--- src/rtl/assert_macros.svh ---
// Assertion macros shared by the RTL of the label overlap resolver.
// No dependencies. Define SYNTH to compile the checks away.
`ifndef ASSERT_MACROS_SVH
`define ASSERT_MACROS_SVH

`ifndef SYNTH
// Check a condition at every clock edge outside reset.
`define LOR_ASSERT(lbl, cond, msg) \
  lbl: assert property (@(posedge clk) disable iff (!rst_n) (cond)) else $error(msg);
// Check that an antecedent implies a consequent in the following cycle.
`define LOR_ASSERT_NEXT(lbl, ante, cons, msg) \
  lbl: assert property (@(posedge clk) disable iff (!rst_n) (ante) |=> (cons)) else $error(msg);
`else
`define LOR_ASSERT(lbl, cond, msg)
`define LOR_ASSERT_NEXT(lbl, ante, cons, msg)
`endif

`endif

--- src/rtl/lor_pkg.sv ---
// Package for the label overlap resolver: sequencer states, register map,
// field widths and reset values. No dependencies.
package lor_pkg;

  localparam int unsigned COORD_W  = 16;
  localparam int unsigned WIDTH_W  = 14;
  localparam int unsigned HEIGHT_W = 14;
  localparam int unsigned PAD_W    = 12;
  localparam int unsigned GAP_W    = 15;  // size + padding, unsigned
  localparam int unsigned ADDR_W   = 4;   // three registers at 0, 4, 8
  localparam int unsigned DATA_W   = 32;

  localparam logic [WIDTH_W-1:0]  WIDTH_RST  = 14'd1600;
  localparam logic [HEIGHT_W-1:0] HEIGHT_RST = 14'd320;
  localparam logic [PAD_W-1:0]    PAD_RST    = 12'd64;

  typedef enum logic [1:0] {
    REG_WIDTH   = 2'd0,
    REG_HEIGHT  = 2'd1,
    REG_PADDING = 2'd2,
    REG_NONE    = 2'd3
  } reg_idx_t;

  typedef enum logic [2:0] {
    ST_IDLE = 3'b001,
    ST_SCAN = 3'b010,
    ST_DONE = 3'b100
  } state_t;

  typedef struct packed {
    logic signed [COORD_W-1:0] x;
    logic signed [COORD_W-1:0] y;
  } pos_t;

endpackage

--- src/rtl/label_overlap_resolver.sv ---
// Top level of the label overlap resolver: stream ports, APB register file,
// scan sequencer and position store. Depends on lor_pkg and assert_macros.svh.
//
// Labels arrive nearest first; each is checked against the labels already placed
// in the frame and pushed up above the first one it overlaps, then the scan
// restarts, for at most MAX_PASSES passes. The resolved position is sent out and
// appended to the store (up to MAX_LABELS entries; past that store_full is set
// and the label is not kept). in_tlast ends the frame and empties the store.
// Timing: the store is a single-port memory with registered read, scanned one
// entry a cycle by one shared overlap/push unit. With an empty store the scan is
// skipped. The next label is taken once the result sits in the output register;
// the output register frees on its transfer out.
`include "assert_macros.svh"

module label_overlap_resolver #(
  parameter int unsigned MAX_LABELS = 64,
  parameter int unsigned MAX_PASSES = 32
) (
  input  logic                          clk,
  input  logic                          rst_n,
  // input stream
  input  logic                          in_tvalid,
  output logic                          in_tready,
  input  logic [31:0]                   in_tdata,   // [15:0] anchor_x, [31:16] anchor_y
  input  logic                          in_tlast,   // frame_end
  // result stream
  output logic                          out_tvalid,
  input  logic                          out_tready,
  output logic [31:0]                   out_tdata,  // [15:0] placed_x, [31:16] placed_y
  output logic                          out_tuser,  // store_full
  output logic                          out_tlast,  // frame_last
  // configuration
  input  logic                          cfg_psel,
  input  logic                          cfg_penable,
  input  logic                          cfg_pwrite,
  input  logic [lor_pkg::ADDR_W-1:0]    cfg_paddr,
  input  logic [lor_pkg::DATA_W-1:0]    cfg_pwdata,
  output logic [lor_pkg::DATA_W-1:0]    cfg_prdata,
  output logic                          cfg_pready
);
  import lor_pkg::*;

  localparam int unsigned AW = (MAX_LABELS > 1) ? $clog2(MAX_LABELS) : 1;
  localparam int unsigned CW = $clog2(MAX_LABELS + 1);
  localparam int unsigned PW = $clog2(MAX_PASSES + 1);
  localparam logic [CW-1:0] CNT_MAX  = CW'(MAX_LABELS);
  localparam logic [PW-1:0] PASS_MAX = PW'(MAX_PASSES);

  // ---------------- configuration registers ----------------
  logic [WIDTH_W-1:0]  width_r;
  logic [HEIGHT_W-1:0] height_r;
  logic [PAD_W-1:0]    pad_r;
  reg_idx_t            cfg_idx;
  logic                cfg_wr;

  assign cfg_idx    = reg_idx_t'(cfg_paddr[3:2]);
  assign cfg_pready = 1'b1;
  assign cfg_wr     = cfg_psel & cfg_penable & cfg_pwrite & cfg_pready;

  always_ff @(posedge clk) begin
    if (!rst_n) begin
      width_r  <= WIDTH_RST;
      height_r <= HEIGHT_RST;
      pad_r    <= PAD_RST;
    end else if (cfg_wr) begin
      unique case (cfg_idx)
        REG_WIDTH:   width_r  <= cfg_pwdata[WIDTH_W-1:0];
        REG_HEIGHT:  height_r <= cfg_pwdata[HEIGHT_W-1:0];
        REG_PADDING: pad_r    <= cfg_pwdata[PAD_W-1:0];
        default: ;
      endcase
    end
  end

  always_comb begin
    unique case (cfg_idx)
      REG_WIDTH:   cfg_prdata = DATA_W'(width_r);
      REG_HEIGHT:  cfg_prdata = DATA_W'(height_r);
      REG_PADDING: cfg_prdata = DATA_W'(pad_r);
      default:     cfg_prdata = '0;
    endcase
  end

  // gaps for the overlap test and the push distance
  logic [GAP_W-1:0] gap_x;
  logic [GAP_W-1:0] gap_y;
  assign gap_x = GAP_W'(width_r) + GAP_W'(pad_r);
  assign gap_y = GAP_W'(height_r) + GAP_W'(pad_r);

  // ---------------- sequencer state ----------------
  state_t                     state_r, state_nxt;
  logic signed [COORD_W-1:0]  x_r, x_nxt;
  logic signed [COORD_W-1:0]  y_r, y_nxt;
  logic                       last_r, last_nxt;
  logic [CW-1:0]              count_r, count_nxt;   // labels held in the store
  logic [CW-1:0]              idx_r, idx_nxt;       // next entry to read
  logic                       cmp_vld_r, cmp_vld_nxt; // read data is live
  logic [PW-1:0]              pass_r, pass_nxt;     // pushes so far

  logic                       out_vld_r, out_vld_nxt;
  pos_t                       out_pos_r, out_pos_nxt;
  logic                       out_full_r, out_full_nxt;
  logic                       out_last_r, out_last_nxt;

  // ---------------- position store ----------------
  pos_t        mem_r [MAX_LABELS];
  pos_t        rd_data_r;
  logic        rd_en;
  logic [AW-1:0] rd_addr;
  logic        wr_en;

  assign rd_addr = idx_r[AW-1:0];

  always_ff @(posedge clk) begin
    if (rd_en) begin
      rd_data_r <= mem_r[rd_addr];
    end
  end

  always_ff @(posedge clk) begin
    if (wr_en) begin
      mem_r[count_r[AW-1:0]] <= '{x: x_r, y: y_r};
    end
  end

  // ---------------- shared overlap / push unit ----------------
  logic signed [COORD_W:0]   dx, dy;
  logic [COORD_W:0]          adx, ady;
  logic                      hit;
  logic signed [COORD_W+1:0] push_y;
  logic signed [COORD_W-1:0] push_sat;

  always_comb begin
    dx  = {x_r[COORD_W-1], x_r} - {rd_data_r.x[COORD_W-1], rd_data_r.x};
    dy  = {y_r[COORD_W-1], y_r} - {rd_data_r.y[COORD_W-1], rd_data_r.y};
    adx = dx[COORD_W] ? (COORD_W+1)'(-dx) : (COORD_W+1)'(dx);
    ady = dy[COORD_W] ? (COORD_W+1)'(-dy) : (COORD_W+1)'(dy);
    hit = cmp_vld_r && (adx < (COORD_W+1)'(gap_x)) && (ady < (COORD_W+1)'(gap_y));
    // push: stored y minus (height + padding), clamped at the most negative value
    push_y = {{2{rd_data_r.y[COORD_W-1]}}, rd_data_r.y} - $signed({3'b000, gap_y});
    if (push_y < -(COORD_W+2)'(32768)) begin
      push_sat = {1'b1, {(COORD_W-1){1'b0}}};
    end else begin
      push_sat = push_y[COORD_W-1:0];
    end
  end

  // ---------------- next state ----------------
  assign in_tready = (state_r == ST_IDLE);

  always_comb begin
    state_nxt    = state_r;
    x_nxt        = x_r;
    y_nxt        = y_r;
    last_nxt     = last_r;
    count_nxt    = count_r;
    idx_nxt      = idx_r;
    cmp_vld_nxt  = cmp_vld_r;
    pass_nxt     = pass_r;
    out_vld_nxt  = out_vld_r;
    out_pos_nxt  = out_pos_r;
    out_full_nxt = out_full_r;
    out_last_nxt = out_last_r;
    rd_en        = 1'b0;
    wr_en        = 1'b0;

    if (out_vld_r && out_tready) begin
      out_vld_nxt = 1'b0;
    end

    unique case (state_r)
      ST_IDLE: begin
        if (in_tvalid) begin
          x_nxt       = in_tdata[15:0];
          y_nxt       = in_tdata[31:16];
          last_nxt    = in_tlast;
          idx_nxt     = '0;
          cmp_vld_nxt = 1'b0;
          pass_nxt    = '0;
          state_nxt   = (count_r == '0) ? ST_DONE : ST_SCAN;
        end
      end
      ST_SCAN: begin
        if (hit) begin
          // move above the overlapped label, start a fresh pass
          y_nxt       = push_sat;
          pass_nxt    = pass_r + 1'b1;
          idx_nxt     = '0;
          cmp_vld_nxt = 1'b0;
          if (pass_r + 1'b1 == PASS_MAX) begin
            state_nxt = ST_DONE;
          end
        end else if (cmp_vld_r && idx_r == count_r) begin
          // last entry compared clean
          cmp_vld_nxt = 1'b0;
          state_nxt   = ST_DONE;
        end else begin
          rd_en       = 1'b1;
          idx_nxt     = idx_r + 1'b1;
          cmp_vld_nxt = 1'b1;
        end
      end
      ST_DONE: begin
        if (!out_vld_r || out_tready) begin
          out_vld_nxt  = 1'b1;
          out_pos_nxt  = '{x: x_r, y: y_r};
          out_full_nxt = (count_r == CNT_MAX);
          out_last_nxt = last_r;
          if (count_r != CNT_MAX) begin
            wr_en     = 1'b1;
            count_nxt = count_r + 1'b1;
          end
          if (last_r) begin
            count_nxt = '0;
          end
          state_nxt = ST_IDLE;
        end
      end
      default: state_nxt = ST_IDLE;
    endcase
  end

  always_ff @(posedge clk) begin
    if (!rst_n) begin
      state_r   <= ST_IDLE;
      count_r   <= '0;
      out_vld_r <= 1'b0;
      cmp_vld_r <= 1'b0;
      pass_r    <= '0;
      idx_r     <= '0;
    end else begin
      state_r   <= state_nxt;
      count_r   <= count_nxt;
      out_vld_r <= out_vld_nxt;
      cmp_vld_r <= cmp_vld_nxt;
      pass_r    <= pass_nxt;
      idx_r     <= idx_nxt;
    end
  end

  always_ff @(posedge clk) begin
    x_r        <= x_nxt;
    y_r        <= y_nxt;
    last_r     <= last_nxt;
    out_pos_r  <= out_pos_nxt;
    out_full_r <= out_full_nxt;
    out_last_r <= out_last_nxt;
  end

  assign out_tvalid = out_vld_r;
  assign out_tdata  = {out_pos_r.y, out_pos_r.x};
  assign out_tuser  = out_full_r;
  assign out_tlast  = out_last_r;

  // ---------------- checks ----------------
  `LOR_ASSERT(a_count_bound, count_r <= CNT_MAX, "store count past capacity")
  `LOR_ASSERT(a_no_write_full, !wr_en || count_r < CNT_MAX, "store write while full")
  `LOR_ASSERT(a_pass_bound, state_r != ST_SCAN || pass_r < PASS_MAX, "scan past pass limit")
  `LOR_ASSERT_NEXT(a_accept_busy, in_tvalid && in_tready, state_r != ST_IDLE, "idle after transfer in")

endmodule

--- config.mk ---
export PLATFORM = sky130hd
export DESIGN_NAME = label_overlap_resolver
export DESIGN_NICKNAME = d
export VERILOG_FILES = /design/src/rtl/lor_pkg.sv /design/src/rtl/label_overlap_resolver.sv
export VERILOG_INCLUDE_DIRS = /design/src /design/src/rtl
export SDC_FILE = /design/constraint.sdc
export NUM_CORES = 2
export LEC_CHECK = 0
export ABC_AREA = 1
export BUFFER_PORTS_ARGS = -buffer_cell sky130_fd_sc_hd__buf_4
export CORE_ASPECT_RATIO = 2
export CORE_MARGIN = 8
export CORE_UTILIZATION = 40
export CTS_BUF_LIST = sky130_fd_sc_hd__clkbuf_8
export DETAILED_ROUTE_END_ITERATION = 8
export HOLD_SLACK_MARGIN = 0.06
export PLACE_DENSITY = 0.64
export SETUP_SLACK_MARGIN = 0.1
export SYNTH_ARGS = -nofsm -noshare
export SYNTH_HDL_FRONTEND = slang
export SYNTH_SLANG_ARGS = --single-unit
--- constraint.sdc ---
create_clock -name clk -period 6.46 [get_ports clk]
set_clock_uncertainty 0.15 [all_clocks]
set_input_delay 0.646 -clock clk [delete_from_list [all_inputs] [get_ports clk]]
set_output_delay 0.646 -clock clk [all_outputs]
set_load 0.02 [all_outputs]
=== Word level (Yosys, flattened, before mapping) ===
Memories as Yosys holds them, arrays and structs flattened. A register that Yosys moved wholly into a read port is not among the register bits.
Cells that the tools add are included.

* Register bits after elaboration: 132
* Memory bits (writable): 2048
* Bits of input ports: 76
* Output and inout bits: 69
* Word-level logic and storage cells: 103
* Memories kept: 1

* Add/sub/neg operators: 10
* $lt $le $gt $ge: 3
* Eq/ne operators: 15
* Mux-type cells: 36
* Bitwise logic cells: 2
* Reductions and logical operators: 20

{| class="wikitable"
|+ Memories
! memory !! depth !! bits a word !! rd ports !! clocked after memory_dff !! wr ports !! line !! source
|-
| mem_r || 64 || 32 || 1 || 1 || 1 || label_overlap_resolver.sv:106 || <nowiki>pos_t mem_r [MAX_LABELS];</nowiki>
|}

{| class="wikitable"
|+ Operators with widths
! cell !! number
|-
| subtractor 16 x 16 -> 17 bit || 3
|-
| 2-to-1 mux 16 bit || 3
|-
| case mux 14 bit (3 select lines) || 1
|-
| 2-to-1 mux 7 bit || 5
|-
| less-than comparator 17 x 15 -> 1 bit || 2
|-
| 2-to-1 mux 17 bit || 2
|-
| negation 17 bit || 2
|-
| case mux 16 bit (2 select lines) || 1
|-
| adder 14 x 12 -> 15 bit || 2
|-
| 2-to-1 mux 3 bit || 6
|-
| less-than comparator 17 x 16 -> 1 bit, second input constant || 1
|-
| adder 7 x 1 -> 7 bit, second input constant || 2
|-
| case mux 7 bit (2 select lines) || 1
|-
| 2-to-1 mux 1 bit || 12
|-
| 2-to-1 mux 6 bit || 2
|-
| case mux 6 bit (2 select lines) || 1
|-
| AND reduction 2 bit || 6
|-
| != test 3 bit, second input constant || 3
|-
| case mux 3 bit (3 select lines) || 1
|-
| AND reduction 3 bit || 3
|-
| == test 7 bit || 1
|-
| == test 7 bit, second input constant || 1
|-
| logical NOT 7 bit || 1
|-
| != test 7 bit, second input constant || 1
|-
| 16 further kinds || 23
|}

=== Longest topological paths before layout ===
* Depth after elaboration: 8
* Mapped depth: 36
* Mapped depth without buffers: 36

=== Least setup slack after synthesis ===
Ideal clock, no wire load.

* Kind: input-to-reg
* Start point: in out_tready
* End point: mem mem_r[63][0] (netlist name) (enable)
* Setup time: 505 ps
* Data arrival time: 5667 ps
* Data required time: 5805 ps
* Path slack: 138 ps
* Stages on the path: 6
* Buffers on the path: 0
* Cell sequence: nor2_1 > nor2_1 > inv_1 > nor2_1 > inv_1 > nor4_1

* Longest elaborated chain between the ends: 5

{| class="wikitable"
|+ RTL lines
! what !! line !! source
|-
| start, declared || label_overlap_resolver.sv:28 || <nowiki>input logic out_tready,</nowiki>
|-
| logical OR 1 bit || label_overlap_resolver.sv:204 || <nowiki>if (!out_vld_r || out_tready) begin</nowiki>
|-
| 2-to-1 mux 1 bit || label_overlap_resolver.sv:204 ||
|-
| 2-to-1 mux 1 bit || label_overlap_resolver.sv:171 || <nowiki>unique case (state_r)</nowiki>
|-
| 2-to-1 mux 1 bit || label_overlap_resolver.sv:121 || <nowiki>if (wr_en) begin</nowiki>
|-
| 2-to-1 mux 1 bit (not written as such) || label_overlap_resolver.sv:122 || <nowiki>mem_r[count_r[AW-1:0]] <= '{x: x_r, y: y_r};</nowiki>
|-
| end, declared || label_overlap_resolver.sv:106 ||
|}

No other way between the ends.

=== Final worst setup path ===
* Start point: reg pad_r[0]
* End point: reg y_r[6] (data pin)

* Longest elaborated chain between the ends: 6

{| class="wikitable"
|+ RTL lines
! what !! line !! source
|-
| start, declared || label_overlap_resolver.sv:52 || <nowiki>logic [PAD_W-1:0] pad_r;</nowiki>
|-
| start signal, assigned || label_overlap_resolver.sv:69 || <nowiki>REG_PADDING: pad_r <= cfg_pwdata[PAD_W-1:0];</nowiki>
|-
| adder 14 x 12 -> 15 bit * || label_overlap_resolver.sv:88 || <nowiki>assign gap_y = GAP_W'(height_r) + GAP_W'(pad_r);</nowiki>
|-
| subtractor 16 x 16 -> 17 bit * || label_overlap_resolver.sv:140 || <nowiki>push_y = {{2{rd_data_r.y[COORD_W-1]}}, rd_data_r.y} - $signed({3'b000, gap_y});</nowiki>
|-
| less-than comparator 17 x 16 -> 1 bit || label_overlap_resolver.sv:141 || <nowiki>if (push_y < -(COORD_W+2)'(32768)) begin</nowiki>
|-
| 2-to-1 mux 16 bit * || label_overlap_resolver.sv:141 ||
|-
| 2-to-1 mux 16 bit * || label_overlap_resolver.sv:184 || <nowiki>if (hit) begin</nowiki>
|-
| case mux 16 bit (2 select lines) * || label_overlap_resolver.sv:171 ||
|-
| named net y_nxt[6] || label_overlap_resolver.sv:93 || <nowiki>logic signed [COORD_W-1:0] y_r, y_nxt;</nowiki>
|-
| end signal, assigned || label_overlap_resolver.sv:243 || <nowiki>y_r <= y_nxt;</nowiki>
|-
| end, declared || label_overlap_resolver.sv:93 ||
|}

The timed path passes the listed nets; every way through them passes the cells marked *. The select of a mux whose other input is x is not followed.
A chain may end at the register's enable or synchronous reset.

==> flow_summary.toml <==
[run_status]
outcome = "finished with violations"
violations = "max-capacitance violations"

[yosys]
yosysUniqueCellTypes = 59
synth_seq_cells = 2212
synth_edf_count = 2147
syn_avg_cell_area_sq_um = 12.2
synth-main-ff-cell = "edfxtp_1"
synth_warnings = 0
synth_cells = 7448
yosysSeqAreaShare_pct = 72.2
synth_area_sq_mm = 0.0911
ys_async_sr_fraction_pct = 0

[cts]
h-tree-depth = 5
cts-root-buf = "clkbuf_8"
cts.repair.resized = 0
cts_tree = "done"
post_cts_buffers = 0
numCtsBuffers = 342
clk_latency_ns = 1.04
clk_pin_slew_worst_paths_ns = 0.07
clock_sinks = 2212
cts_buffer_depth = 4

[sta]
maxSlewViolCount = 0
setup_viol = 0
final_hold_viol_count = 0
fin_tns_setup_ns = 0
tightest_slew_ns = 1.46
slew_headroom_pct = 1.54
layout_setup_ws_ns = 1.26
max_freq_mhz = 192
grt_setup_unrepaired = "no"
fin_crit_ns = 5.20
min_period_over_period_pct = 80.4

[global_routing]
grt.overflow.total = 0
antenna_found_initial = 13
track_usage_pct = 20.8
grt_start_max_net_pins = 152
grt_first_pass_wirelength_um = 385000
grt_pass1_vias = 58600

[cells_and_area]
area_growth_pct = 12.4
fillerInstances = 20400
nNetsFinal = 7851
drive_gt1_share_pct = 10.3
ff_latch_area_sq_mm = 0.0658
final_util_pct = 45.0
multi_input_area_sq_mm = 0.0231

[power_and_ir_drop]
leakagePower_nw = 34.8
power_density_mw_per_mm2 = 310
ir_drop_v = 0.000221
finalPower_w = 0.0317

[place]
dp_slack_ns = 1.33
place.gp.congestion = 0.901
io_buffers = 105
dp_hpwl_um = 148000

[critical_path]
start_kind = "register"
cp-end-kind = "register"
cpMostUsedCell = "nand2_1"
crit_fanout = 15
crit_type = "reg -> reg"
slowest_delay_ns = 0.51
critPathArrivalTime_ns = 5.82
ff2ff_setup_slack_ns = 1.26
cp_top_family = "compound AO/OA/AOI/OAI gates"
cp_slowest_cell = "nand3_1"
crit_buf_inv = 1
critical_path_required_ns = 7.08

[flow_run]
max_cap_viol_count = 1

[floorplan]
ios = 145
core_sq_mm = 0.227
die_height_um = 691
die_area_sq_mm = 0.244
initial_core_util_pct = 40.1
rows = 248
fp.dieW_um = 354

[drt]
drc = 0
via_per_inst = 5.69
antenna_left = 0
vias = 62000
drtIter0Drc = 6912
dr.pass1.iters = 6
wl_per_cell_um = 24.3
wirelength_um = 265000

[hold_path]
hold_path.class = "in -> reg"
cell families (layout without fill, tap and decap cells):
family / after synthesis / count (layout) / share of synthesized area, %
AOI/OAI and AO/OA: 2187 / 2187 / 13.2
buffers and inverters: 719 / 1145 / 3.12
adders and majority gates: 110 / 110 / 1.55
xor gates and xnor gates: 61 / 61 / 0.607
and+or+nand+nor: 2157 / 2157 / 9.32
other: 2 / 23 / 0.00824
DFF: 2212 / 2212 / 72.2
where the power goes:
part	switching [W]	leakage, nW	internal, W
clock network	0.00522	3.40	0.00523
logic	0.00336	11.6	0.00111
registers	0.000110	19.8	0.0167
Yosys cell counts, types with 4 or more instances:
cell	instances	area share, %
nand3_1	108	0.59
o21ai_2	4	0.038
buf_4	19	0.16
dfxtp_1	65	1.4
buf_2	41	0.23
o211ai_1	9	0.074
a21oi_1	97	0.53
nand4_1	16	0.11
nor2_1	1581	6.5
inv_1	216	0.89
buf_1	16	0.066
o22ai_1	635	4.4
nand2_2	17	0.12
clkbuf_1	414	1.7
a211oi_1	5	0.041
inv_2	8	0.033
nor2_2	10	0.069
nor3_1	28	0.15
edfxtp_1	2147	71
xor2_1	44	0.42
o21bai_1	6	0.049
ha_1	105	1.4
o221ai_1	6	0.058
o21ai_0	1363	7.5
nand3b_1	7	0.058
fa_1	5	0.11
o32ai_1	35	0.34
nand2_1	372	1.5
xnor2_1	16	0.15
placed cells by master, fill, tap and decap left out, types with 105 or more instances in the layout:
| cell type | instances |
|---|---|
| inv_1 | 315 |
| o21ai_0 | 1363 |
| clkbuf_8 | 354 |
| buf_4 | 266 |
| nand3_1 | 108 |
| nand2_1 | 372 |
| o22ai_1 | 635 |
| edfxtp_1 | 2147 |
| ha_1 | 105 |
| nor2_1 | 1516 |
final timing paths:
path,start,to,cells after the start
setup / recovery,pad_r[0],y_r[6],25
hold / removal,in_tdata[6],x_r[6],2
setup reg to reg,pad_r[0],y_r[6],25
hold reg to reg,width_r[10],width_r[10],2
stage by stage:
step | hold WS [ns] | cell area, sq um | cells
CTS | 0.100 | 102000 | 10900
detailed placement | 0.336 | 95900 | 10300
floorplan | 0.300 | 91200 | 7465
global route | 0.167 | 102000 | 10900
finish | 0.220 | 102000 | 10900
global placement | 0.325 | 95900 | 10300
state kept, by name, indices dropped and copies added (netlist names):
register    flops
pad_r          12
pass_r          6
out_tvalid      1
out_tlast       1
width_r        14
height_r       14
out_tuser       1
state_r         3
y_r            16
cmp_vld_r       1
count_r         7
mem_r        2048
x_r            16
rd_data_r      32
out_tdata      32
last_r          1
idx_r           7
final cells by class:
class                           count  share of cell area (%)
Sequential cell                  2212                    64.2
Timing Repair Buffer              347                    2.95
Multi-Input combinational cell   4534                    22.5
Clock inverter                    216                   0.982
Clock buffer                      354                    4.76
Inverter                          228                   0.863
Antenna cell                        4                 0.00977
Tap cell                         3000                    3.67
layer usage:
layer  global-route usage (%)  vias to the layer above  share of wire (%)
li1                         -                    27800                  -
met1                     26.8                    30400                 38
met2                     33.3                     3143                 47
met3                     4.26                      623                9.4
met4                     10.7                        4                5.6
met5                        0                        -              0.010
repair_timing:
item / 4_1_cts / 5_1_grt
hold buffers: 60 / 0
hold endpoints to repair: 106 / 0
endpoints found under the setup margin: 0 / 0
No activity file was read; power rests on OpenSTA's default activity.
